[src/hdl/hsl_pkg.sv]
// Shared types, constants and helper functions for the HSL to RGB converter.
// Used by every module of the converter; depends on nothing else.

package hsl_pkg;

    // Field widths of the stream words.
    localparam int HUE_W         = 9;
    localparam int SL_W          = 11;
    localparam int CH_W          = 8;
    localparam int IN_DATA_W     = 32;
    localparam int OUT_DATA_W    = 24;

    // Default number of fraction bits for saturation and lightness.
    localparam int FRAC_BITS_DEF = 10;

    // Segment weight covers 0..60 degrees.
    localparam int W_BITS        = 6;

    // Hue angles in whole degrees.
    localparam logic [HUE_W-1:0] ANG_60  = 9'd60;
    localparam logic [HUE_W-1:0] ANG_120 = 9'd120;
    localparam logic [HUE_W-1:0] ANG_180 = 9'd180;
    localparam logic [HUE_W-1:0] ANG_240 = 9'd240;
    localparam logic [HUE_W-1:0] ANG_360 = 9'd360;

    localparam logic [W_BITS-1:0] W_FULL = 6'd60;
    localparam logic [W_BITS-1:0] W_NONE = 6'd0;
    localparam logic [CH_W-1:0]   CH_MAX = 8'd255;

    // Per-stage load enables of the pipeline.
    typedef struct packed {
        logic s1;
        logic s2;
        logic s3;
        logic s4;
    } t_pipe_en;

    // Per-word values that travel alongside the temporaries.
    typedef struct packed {
        logic [W_BITS-1:0] w_r;
        logic [W_BITS-1:0] w_g;
        logic [W_BITS-1:0] w_b;
        logic              gray;
        logic [CH_W-1:0]   gray_val;
    } t_side;

    // Signed width that holds both temporaries and their difference.
    function automatic int temp_width(int fb);
        return ((fb > 10) ? fb : 10) + 15;
    endfunction

    // Weight of (T1 - T2) in sixtieths for a channel angle in 0..360.
    function automatic logic [W_BITS-1:0] seg_weight(logic [HUE_W-1:0] ang);
        logic [HUE_W-1:0] down;
        down = ANG_240 - ang;
        if (ang < ANG_60) begin
            return ang[W_BITS-1:0];
        end else if (ang < ANG_180) begin
            return W_FULL;
        end else if (ang < ANG_240) begin
            return down[W_BITS-1:0];
        end else begin
            return W_NONE;
        end
    endfunction

endpackage

[src/hdl/hsl_prep.sv]
// First pipeline stage: hue wrap, channel weights, gray value and l*s product.
// Depends on hsl_pkg.

module hsl_prep import hsl_pkg::*; #(
    parameter int FRAC_BITS = FRAC_BITS_DEF
) (
    input  logic                 i_clk,
    input  t_pipe_en             i_en,
    input  logic [HUE_W-1:0]     i_hue,
    input  logic [SL_W-1:0]      i_sat,
    input  logic [SL_W-1:0]      i_light,
    output logic [SL_W-1:0]      o_light,
    output logic [SL_W-1:0]      o_sat,
    output logic [2*SL_W-1:0]    o_lxs,
    output logic                 o_low,
    output t_side                o_side
);

    localparam int GP_W = SL_W + CH_W;

    logic [HUE_W-1:0]  hue_w;
    logic [HUE_W-1:0]  ang_r_raw;
    logic [HUE_W-1:0]  ang_r;
    logic [HUE_W-1:0]  ang_b;
    logic [GP_W-1:0]   gray_prod;
    logic [GP_W-1:0]   gray_sh;
    logic [CH_W-1:0]   gray_val;

    logic [SL_W-1:0]   r_light;
    logic [SL_W-1:0]   r_sat;
    logic [2*SL_W-1:0] r_lxs;
    logic              r_low;
    t_side             r_side;

    // Hue modulo 360 and the red and blue offset angles.
    always_comb begin
        hue_w     = (i_hue >= ANG_360) ? (i_hue - ANG_360) : i_hue;
        ang_r_raw = hue_w + ANG_120;
        ang_r     = (ang_r_raw > ANG_360) ? (ang_r_raw - ANG_360) : ang_r_raw;
        ang_b     = (hue_w < ANG_120) ? (hue_w + ANG_240) : (hue_w - ANG_120);
    end

    // Gray level is l*255 scaled down by the fraction bits, saturated.
    always_comb begin
        gray_prod = {i_light, {CH_W{1'b0}}} - GP_W'(i_light);
        gray_sh   = gray_prod >> FRAC_BITS;
        gray_val  = (|gray_sh[GP_W-1:CH_W]) ? CH_MAX : gray_sh[CH_W-1:0];
    end

    // Stage registers.
    always_ff @(posedge i_clk) begin
        if (i_en.s1) begin
            r_light         <= i_light;
            r_sat           <= i_sat;
            r_lxs           <= (2*SL_W)'(i_light) * (2*SL_W)'(i_sat);
            r_low           <= ((i_light >> (FRAC_BITS - 1)) == '0);
            r_side.w_r      <= seg_weight(ang_r);
            r_side.w_g      <= seg_weight(hue_w);
            r_side.w_b      <= seg_weight(ang_b);
            r_side.gray     <= (i_sat == '0);
            r_side.gray_val <= gray_val;
        end
    end

    assign o_light = r_light;
    assign o_sat   = r_sat;
    assign o_lxs   = r_lxs;
    assign o_low   = r_low;
    assign o_side  = r_side;

endmodule

[src/hdl/hsl_temps.sv]
// Second pipeline stage: the temporaries T1 and T2, scaled by F squared.
// Depends on hsl_pkg.

module hsl_temps import hsl_pkg::*; #(
    parameter int FRAC_BITS = FRAC_BITS_DEF
) (
    input  logic                                     i_clk,
    input  t_pipe_en                                 i_en,
    input  logic [SL_W-1:0]                          i_light,
    input  logic [SL_W-1:0]                          i_sat,
    input  logic [2*SL_W-1:0]                        i_lxs,
    input  logic                                     i_low,
    input  t_side                                    i_side,
    output logic signed [temp_width(FRAC_BITS)-1:0]  o_t2,
    output logic signed [temp_width(FRAC_BITS)-1:0]  o_diff,
    output t_side                                    o_side
);

    localparam int TW = temp_width(FRAC_BITS);

    logic signed [TW-1:0] lf_w;
    logic signed [TW-1:0] sf_w;
    logic signed [TW-1:0] ls_w;
    logic signed [TW-1:0] t1;
    logic signed [TW-1:0] t2;

    logic signed [TW-1:0] r_t2;
    logic signed [TW-1:0] r_diff;
    t_side                r_side;

    // Below half lightness T1 = l*F + l*s, otherwise l*F + s*F - l*s.
    always_comb begin
        lf_w = $signed(TW'(i_light) << FRAC_BITS);
        sf_w = $signed(TW'(i_sat) << FRAC_BITS);
        ls_w = $signed(TW'(i_lxs));
        t1   = lf_w + (i_low ? ls_w : (sf_w - ls_w));
        t2   = (lf_w <<< 1) - t1;
    end

    // Stage registers.
    always_ff @(posedge i_clk) begin
        if (i_en.s2) begin
            r_t2   <= t2;
            r_diff <= t1 - t2;
            r_side <= i_side;
        end
    end

    assign o_t2   = r_t2;
    assign o_diff = r_diff;
    assign o_side = r_side;

endmodule

[src/hdl/hsl_chan.sv]
// Third and fourth pipeline stages for one color channel: blend and scale.
// Depends on hsl_pkg.

module hsl_chan import hsl_pkg::*; #(
    parameter int FRAC_BITS = FRAC_BITS_DEF
) (
    input  logic                                     i_clk,
    input  t_pipe_en                                 i_en,
    input  logic signed [temp_width(FRAC_BITS)-1:0]  i_t2,
    input  logic signed [temp_width(FRAC_BITS)-1:0]  i_diff,
    input  logic [W_BITS-1:0]                        i_weight,
    input  logic                                     i_gray,
    input  logic [CH_W-1:0]                          i_gray_val,
    output logic [CH_W-1:0]                          o_val
);

    localparam int TW = temp_width(FRAC_BITS);
    localparam int NW = TW + 8;
    localparam int PW = NW + 5;
    localparam int SH = 2 * FRAC_BITS + 2;

    logic signed [NW-1:0] t2_x;
    logic signed [NW-1:0] num;
    logic signed [PW-1:0] prod;
    logic [CH_W-1:0]      clamped;

    logic signed [NW-1:0] r_num;
    logic                 r_gray;
    logic [CH_W-1:0]      r_gray_val;
    logic [CH_W-1:0]      r_val;

    // Numerator in sixtieths: T2*60 + (T1 - T2)*weight.
    always_comb begin
        t2_x = NW'(i_t2);
        num  = (t2_x <<< 6) - (t2_x <<< 2)
             + NW'(i_diff) * NW'($signed({1'b0, i_weight}));
    end

    // 255/(60*F^2) equals 17/(4*F^2): multiply by 17, then shift.
    always_comb begin
        prod = (PW'(r_num) <<< 4) + PW'(r_num);
        if (prod[PW-1]) begin
            clamped = '0;
        end else if (|prod[PW-2:SH+CH_W]) begin
            clamped = CH_MAX;
        end else begin
            clamped = prod[SH+CH_W-1:SH];
        end
    end

    // Blend stage registers.
    always_ff @(posedge i_clk) begin
        if (i_en.s3) begin
            r_num      <= num;
            r_gray     <= i_gray;
            r_gray_val <= i_gray_val;
        end
    end

    // Output stage register.
    always_ff @(posedge i_clk) begin
        if (i_en.s4) begin
            r_val <= r_gray ? r_gray_val : clamped;
        end
    end

    assign o_val = r_val;

endmodule

[src/hdl/hsl_to_rgb_converter.sv]
// Top level of the HSL to RGB converter: stream ports and pipeline control.
// Depends on hsl_pkg, hsl_prep, hsl_temps and hsl_chan.

// The converter takes one HSL word per clock cycle while s_axis_tready is
// high. The edge that accepts a word loads it into the first of four
// register stages (hue wrap and l*s product, the two temporaries, the
// per-channel blend multiply, the final scale and saturation), and its RGB
// word is offered once it is loaded into the fourth. Each stage holds a
// valid bit. A stage loads whenever it is empty or the stage after it moves,
// so back pressure on the output stalls only the stages that are full and
// bubbles are squeezed out. With the output side always ready the sustained
// rate is one word per cycle. Zero saturation yields gray at lightness times
// 255, truncated and saturated to a byte.

module hsl_to_rgb_converter import hsl_pkg::*; #(
    parameter int FRAC_BITS = FRAC_BITS_DEF
) (
    input  logic                  i_clk,
    input  logic                  i_rst_n,
    input  logic                  s_axis_tvalid,
    output logic                  s_axis_tready,
    // Fields from bit 0: hue_degrees[8:0], saturation[19:9], lightness[30:20].
    input  logic [IN_DATA_W-1:0]  s_axis_tdata,
    output logic                  m_axis_tvalid,
    input  logic                  m_axis_tready,
    // Fields from bit 0: red[7:0], green[15:8], blue[23:16].
    output logic [OUT_DATA_W-1:0] m_axis_tdata
);

    localparam int TW = temp_width(FRAC_BITS);

    logic r_v1;
    logic r_v2;
    logic r_v3;
    logic r_v4;

    logic rdy1;
    logic rdy2;
    logic rdy3;
    logic rdy4;
    t_pipe_en pipe_en;

    logic [SL_W-1:0]      p_light;
    logic [SL_W-1:0]      p_sat;
    logic [2*SL_W-1:0]    p_lxs;
    logic                 p_low;
    t_side                p_side;
    logic signed [TW-1:0] t_t2;
    logic signed [TW-1:0] t_diff;
    t_side                t_side_q;
    logic [CH_W-1:0]      red;
    logic [CH_W-1:0]      green;
    logic [CH_W-1:0]      blue;

    // A stage may load when it is empty or its word moves on.
    always_comb begin
        rdy4       = !r_v4 || m_axis_tready;
        rdy3       = !r_v3 || rdy4;
        rdy2       = !r_v2 || rdy3;
        rdy1       = !r_v1 || rdy2;
        pipe_en.s1 = rdy1;
        pipe_en.s2 = rdy2;
        pipe_en.s3 = rdy3;
        pipe_en.s4 = rdy4;
    end

    // Valid bits follow the words down the pipeline.
    always_ff @(posedge i_clk) begin
        if (!i_rst_n) begin
            r_v1 <= 1'b0;
            r_v2 <= 1'b0;
            r_v3 <= 1'b0;
            r_v4 <= 1'b0;
        end else begin
            if (rdy1) begin
                r_v1 <= s_axis_tvalid;
            end
            if (rdy2) begin
                r_v2 <= r_v1;
            end
            if (rdy3) begin
                r_v3 <= r_v2;
            end
            if (rdy4) begin
                r_v4 <= r_v3;
            end
        end
    end

    hsl_prep #(
        .FRAC_BITS (FRAC_BITS)
    ) u_prep (
        .i_clk   (i_clk),
        .i_en    (pipe_en),
        .i_hue   (s_axis_tdata[HUE_W-1:0]),
        .i_sat   (s_axis_tdata[HUE_W+SL_W-1:HUE_W]),
        .i_light (s_axis_tdata[HUE_W+2*SL_W-1:HUE_W+SL_W]),
        .o_light (p_light),
        .o_sat   (p_sat),
        .o_lxs   (p_lxs),
        .o_low   (p_low),
        .o_side  (p_side)
    );

    hsl_temps #(
        .FRAC_BITS (FRAC_BITS)
    ) u_temps (
        .i_clk   (i_clk),
        .i_en    (pipe_en),
        .i_light (p_light),
        .i_sat   (p_sat),
        .i_lxs   (p_lxs),
        .i_low   (p_low),
        .i_side  (p_side),
        .o_t2    (t_t2),
        .o_diff  (t_diff),
        .o_side  (t_side_q)
    );

    hsl_chan #(
        .FRAC_BITS (FRAC_BITS)
    ) u_chan_r (
        .i_clk      (i_clk),
        .i_en       (pipe_en),
        .i_t2       (t_t2),
        .i_diff     (t_diff),
        .i_weight   (t_side_q.w_r),
        .i_gray     (t_side_q.gray),
        .i_gray_val (t_side_q.gray_val),
        .o_val      (red)
    );

    hsl_chan #(
        .FRAC_BITS (FRAC_BITS)
    ) u_chan_g (
        .i_clk      (i_clk),
        .i_en       (pipe_en),
        .i_t2       (t_t2),
        .i_diff     (t_diff),
        .i_weight   (t_side_q.w_g),
        .i_gray     (t_side_q.gray),
        .i_gray_val (t_side_q.gray_val),
        .o_val      (green)
    );

    hsl_chan #(
        .FRAC_BITS (FRAC_BITS)
    ) u_chan_b (
        .i_clk      (i_clk),
        .i_en       (pipe_en),
        .i_t2       (t_t2),
        .i_diff     (t_diff),
        .i_weight   (t_side_q.w_b),
        .i_gray     (t_side_q.gray),
        .i_gray_val (t_side_q.gray_val),
        .o_val      (blue)
    );

    assign s_axis_tready = rdy1;
    assign m_axis_tvalid = r_v4;
    assign m_axis_tdata  = {blue, green, red};

endmodule

[config.mk]
export PLATFORM = sky130hd
export DESIGN_NAME = hsl_to_rgb_converter
export DESIGN_NICKNAME = d
export VERILOG_FILES = /design/src/hdl/hsl_pkg.sv /design/src/hdl/hsl_prep.sv /design/src/hdl/hsl_temps.sv /design/src/hdl/hsl_chan.sv /design/src/hdl/hsl_to_rgb_converter.sv
export SDC_FILE = /design/constraint.sdc
export NUM_CORES = 2
export LEC_CHECK = 0
export ABC_CLOCK_PERIOD_IN_PS = 19100
export BUFFER_PORTS_ARGS = -buffer_cell sky130_fd_sc_hd__buf_2
export CORE_ASPECT_RATIO = 1.75
export CORE_MARGIN = 2
export CORE_UTILIZATION = 50
export DETAILED_ROUTE_END_ITERATION = 12
export GPL_TIMING_DRIVEN = 0
export PLACE_DENSITY_LB_ADDON = 0.3
export SYNTH_ARGS = -nofsm -noshare
export SYNTH_HDL_FRONTEND = slang
export SYNTH_SLANG_ARGS = --single-unit
export TNS_END_PERCENT = 5
[constraint.sdc]
create_clock -name i_clk -period 19.1 [get_ports i_clk]
set_input_delay 3.82 -clock i_clk [delete_from_list [all_inputs] [get_ports i_clk]]
set_output_delay 3.82 -clock i_clk [all_outputs]
set_load 0.05 [all_outputs]
# Word level (Yosys, flattened, before mapping)
# Index checks and enable logic that the tools add are counted.
word_totals:
  output_inout_bits: 26
  reg_bits: 285
  wordCells: 99
op_classes:
  reduce_logical: 13
  n_lt_le_gt_ge: 12
  mul: 4
  n_mux: 22
  n_addsub: 20
op_table:
  columns: ["cell", "count"]
  rows:
  - ["37-bit by 33-bit adder with 38-bit output", 3]
  - ["33-bit adder", 3]
  - ["25-bit by 7-bit multiplier with 32-bit output", 3]
  - ["8-bit two-way mux", 9]
  - ["9-bit by 8-bit less-than comparator with 1-bit output (second input constant)", 6]
  - ["6-bit two-way mux", 9]
  - ["31-bit by 27-bit subtractor with 32-bit output", 1]
  - ["9-bit by 6-bit less-than comparator with 1-bit output (second input constant)", 3]
  - ["9-bit two-way mux", 3]
  - ["22-bit by 25-bit adder with 25-bit output", 1]
  - ["25-bit two-way mux", 1]
  - ["23-bit by 25-bit subtractor with 25-bit output", 1]
  - ["25-bit subtractor", 1]
  - ["21-bit by 22-bit subtractor with 23-bit output", 1]
  - ["11-bit zero test", 2]
  - ["11-bit by 11-bit multiplier with 22-bit output", 1]
  - ["7-bit OR reduction", 3]
  - ["19-bit by 11-bit subtractor with 19-bit output", 1]
  - ["6-bit subtractor (first input constant)", 3]
  - ["9-bit subtractor (second input constant)", 2]
  - ["9-bit by 7-bit adder with 9-bit output (second input constant)", 1]
  - ["9-bit by 8-bit adder with 9-bit output (second input constant)", 1]
  - ["9-bit >= comparator (second input constant)", 1]
  - ["9-bit greater-than comparator (second input constant)", 1]
  - ["4 further kinds", 10]

# Depth between registers and ports, before layout
depth:
  word_depth: 9
  depth_mapped: 32
  depth_no_buf: 31

# Cells and area by module
# From an unflattened synthesis, not the netlist that was laid out.
hier_totals:
  hier_cells: 4567
  area_unflattened_um2: 43599.3
modules_own_cells:
  columns: ["module", "cells_per_inst", "area_per_inst_um2", "instances"]
  rows:
  - ["hsl_chan at u_chan_b ...", 1042, 9860.7, 2]
  - ["hsl_chan at u_chan_r", 1001, 9550.4, 1]
  - ["hsl_prep", 792, 7748.7, 1]
  - ["hsl_temps", 673, 6414.9, 1]
  - ["hsl_to_rgb_converter", 17, 163.9, 1]

# Least setup slack after synthesis
# Ideal clock, no wire load.
synth_path:
  path_type: "input to output"
  startpoint: "input port m_axis_tready"
  endpoint: "output port s_axis_tready"
  stages: 3
  path_slack_ps: 9341
  required_ps: 15280
  t_arrival_ps: 5939
  path_cell_list: "nor2b_1 -> and3_1 -> nand2_1"
synth_via:
  elab_chain_len: 4
synth_rtl:
  columns: ["item", "line_no", "source"]
  rows:
  - ["start, declared", "hsl_to_rgb_converter.sv:25", "input logic m_axis_tready,"]
  - ["1-bit logical OR", "hsl_to_rgb_converter.sv:57", "rdy4 = !r_v4 || m_axis_tready;"]
  - ["1-bit logical OR", "hsl_to_rgb_converter.sv:58", "rdy3 = !r_v3 || rdy4;"]
  - ["1-bit logical OR", "hsl_to_rgb_converter.sv:59", "rdy2 = !r_v2 || rdy3;"]
  - ["1-bit logical OR", "hsl_to_rgb_converter.sv:60", "rdy1 = !r_v1 || rdy2;"]
  - ["end, declared", "hsl_to_rgb_converter.sv:21", "output logic s_axis_tready,"]
# Every way passes these cells.

# Worst setup path in the final report
layout_path:
  startpoint: "input port s_axis_tdata[23]"
  endpoint: "register u_prep.r_lxs[21], in the netlist u_prep.o_lxs[21] (data pin)"
layout_via:
  elab_chain_len: 1
layout_rtl:
  columns: ["item", "line_no", "source"]
  rows:
  - ["start, declared", "hsl_to_rgb_converter.sv:23", "input logic [IN_DATA_W-1:0] s_axis_tdata,"]
  - ["11-bit by 11-bit multiplier with 22-bit output", "hsl_prep.sv:55", "r_lxs <= (2*SL_W)'(i_light) * (2*SL_W)'(i_sat);"]
  - ["end signal, assigned", "hsl_prep.sv:55", null]
  - ["end, declared", "hsl_prep.sv:31", "logic [2*SL_W-1:0] r_lxs;"]
# Every way passes these cells.
# A chain may end at the register's enable or synchronous reset.

==> summary.md <==
| Metric | Value |
|---|---|
| Status | `finished, final reports clean` |
| Synth Register Bits | `between 200 and 300` |
| Post-Route WL | `around 110,000 µm` |
| DR iter-0 viols | `~1,400` |
| TritonCTS Buffers | `28` |
| R2r worst-path depth | `25` |
| Post-synthesis sequential area ratio | `0.207` |
| GRT Overall Usage | `0.263` |
| Critical R2R Capture | `u_chan_r.r_num[26]` |
| EDFF count, synth | `about 280` |
| Critical-path cell list | `buf_2, clkbuf_1, nand2_1, fa_1, inv_1, ha_1, inv_1, fa_1, fa_1, inv_1, fa_1, ha_1, o21ai_0, a21boi_0, o21ai_0, a21boi_0, o21ai_0, a21oi_1, nor2_1, a2111oi_0, nor2_1, a21oi_1, xnor2_1` |
| Syn avg cell area | `9.23 µm²` |
| Vias in the first global route | `between 30,000 and 40,000` |
| Crit end category | `flip-flop` |
| FMAX | `approximately 100 MHz` |
| Slew HR | `0.219` |
| Port bufs | `60` |
| Postcts setup bufs | `0` |
| Total gr overflow | `0` |
| RR Startpoint | `u_temps.o_side[24]` |
| Top_reg_cell synth | `edfxtp_1` |
| Slowest CP cell | `a2111oi_0` |
| CTS tree | `yes` |
| DR DRC count | `0` |
| Worst skew pair latency | `around 630 ps` |
| Share of layout cells above drive strength 1 | `0.0358` |
| Most common cell after layout, fill and taps aside | `inv_1` |
| Buf/Inv on CP | `5` |
| Initial antenna violation count | `3` |
| Critical path startpoint | `s_axis_tdata[23]` |
| Least-Margin Pin Slew | `1140 ps` |
| Layout Nets | `5,445` |
| Startpoint class of the critical path | `primary input` |
| Ys async rst share | `0` |
| Final Hold Vio Count | `0` |
| Dpl hpwl | `between 90,000 and 100,000 µm` |
| DRT antenna net count | `0` |
| Via Count | `31,700` |
| Part of the cycle the worst path needs | `0.514` |
| Initial Utilization | `0.504` |
| WHS Path Cells | `0` |
| DIE AREA | `roughly 0.084 mm²` |
| Yosys cell types | `between 80 and 90` |
| H-Tree Depth | `1` |
| Crit Path Class | `primary input to flip-flop` |
| Area leader, netlist | `edfxtp_1` |
| Routed WL per cell | `19.3 µm` |
| Post-Layout Cell Count | `roughly 5,600` |
| Ports | `62` |
| Skew final | `~40 ps` |
| Min Clock Period, post-route | `slightly below 10,000 ps` |
| Router iterations before antenna repair | `7` |
| Yosys top cell area share | `0.205` |
| Synth Area in XOR/XNOR | `0.0674` |
| Core area | `0.0806 mm²` |
| Synth Area in Simple Gates | `0.169` |
| Clock Sinks | `between 200 and 300` |
| Multiplexer share of the synthesized area | `0.00493` |
| TNS Setup | `0 ps` |
| Crit path capture | `u_prep.o_lxs[21]` |
| Most frequent cells in the layout | `inv_1, ha_1, and2_1` |
| Worst path most repeated cell | `fa_1` |
| Crit path max-delay family | `adder cells` |
| Worst reg-to-reg setup slack | `10,480 ps` |
| Root buffer cell | `clkbuf_16` |
| Final worst slack | `between 9000 and 10,000 ps` |
| Area growth from synthesis to layout | `6.49%` |
| Placed cell count | `roughly 5,500` |
| Largest family of logic cells by synthesized area | `adder cells` |
| Die extent in x | `roughly 220 µm` |
| Rows | `138` |
| Vias per cell | `between 5 and 6` |
| Place WS | `between 8000 and 9000 ps` |
| CP Data Required Time | `19,480 ps` |
| Hold WS | `~420 ps` |
| Post-synthesis compound-gate area fraction | `0.140` |
| Post-CTS Resized | `0` |
| Setup violations, final | `0` |
| Maximum capacitance violations | `0` |
| Warnings from Yosys | `0` |
| Post-Synth Adder-Cell Area | `0.351` |
| Max Slew Vio Count | `0` |
| First-pass GRT wire length | `about 170,000 µm` |
| Crit path largest cell delay | `between 800 and 900 ps` |
| Clock transition at path regs | `approximately 70 ps` |
| Largest net degree at the start of global routing | `77` |
| Area contributors post-synth | `edfxtp_1, fa_1, ha_1` |
| Arr. time, crit path | `10,200 ps` |
| Placer congestion estimate | `around 0.94` |
| Cells after Synth | `about 4,400` |
| Clock Tree Buf Depth | `3` |
| Unrepaired setup endpoints after global routing | `no` |
| Synthesized area | `about 0.04 mm²` |
| # hold bufs at CTS | `0` |
| Min-Delay Path Class | `flip-flop to flip-flop` |
| Crit path depth | `23` |
| Crit-path max FO | `10` |
| Die height | `381 µm` |
[flip-flops by register name (all words and copies together) (netlist names), 11 cells and up]
signal	flops
u_temps.o_side	27
u_chan_b.r_num	32
u_temps.o_diff	24
u_prep.o_sat	11
u_prep.o_lxs	22
u_chan_g.r_num	32
u_prep.o_light	11
u_chan_r.r_num	32
u_temps.o_t2	25
u_prep.o_side	27
[per-stage QoR]
step / area [µm²] / utilization
detailed placement: 42300 / 0.525
floorplan: 40700 / -
global placement: 42300 / 0.524
finish: 43300 / 0.537
CTS: 43300 / 0.537
global route: 43300 / 0.537
[cells by family (layout without fill, tap and decap cells)]
kind of cell / Yosys count / after routing
muxes: 19 / 19
and+or+nand+nor: 1335 / 1335
buffers and inverters: 666 / 780
other: 2 / 10
DFF: 281 / 281
xor gates and xnor gates: 308 / 308
AOI/OAI and AO/OA: 885 / 885
adders and majority gates: 907 / 907
[routing by layer]
layer	wire length [µm]	GRT usage	up-vias
li1	-	-	15200
met1	35800	0.247	15400
met2	58900	0.517	719
met3	2770	0.0156	341
met4	9840	0.199	0
met5	0	0	-
[cell usage after synthesis (5+ instances only)]
cell type and number:
o211ai_1 11, edfxtp_1 277, xnor2_1 214, a31oi_1 38
a41o_1 11, nand2b_1 41, a31o_2 12, a41oi_1 16
nor4_1 11, inv_1 557, a211oi_1 24, nand4_1 22
ha_1 520, o2111ai_1 12, a2111oi_0 5, a21boi_0 19
a221oi_1 8, o31ai_1 15, o21a_1 35, a21oi_1 264
a21o_1 133, or2_2 25, fa_1 387, and4_1 6
and2_1 398, nor3b_1 7, o22ai_1 6, o21ai_0 185
or3_1 25, o21bai_1 25, nor3_1 66, nand3b_1 7
clkbuf_1 104, nor2b_1 54, xor2_1 91, nand2_1 371
mux2_2 8, nand3_1 57, mux2i_1 11, and3_1 24
nor2_1 201, o41ai_1 5, a211o_1 7, o31a_1 7
[how the worst min path moves through the flow]
stage                 startpoint            endpoint  slack, ps
2_1_floorplan  u_temps.o_side[8]     u_chan_b.r_gray        400
3_3_place_gp   u_prep.o_side[17]  u_temps.o_side[17]        400
3_5_place_dp    u_prep.o_side[6]   u_temps.o_side[6]        400
4_1_cts        u_prep.o_side[22]  u_temps.o_side[22]        420
5_1_grt         u_prep.o_side[2]   u_temps.o_side[2]        420
6_report        u_prep.o_side[2]   u_temps.o_side[2]        420
[cell type report]
class,instances,area (µm²)
flip-flops and latches,281,8400
well taps,1050,1310
fillers,7355,37400
multi-input cells,3463,29800
repair buffers,62,355
plain buffers,107,402
inverters,559,2100
diodes,1,2.50
clock inverters,19,203
clock buffers,33,719
Power is left out: the tool's default activity adds up to more than one toggle a clock period on the data nets, which glitch-free logic cannot reach.
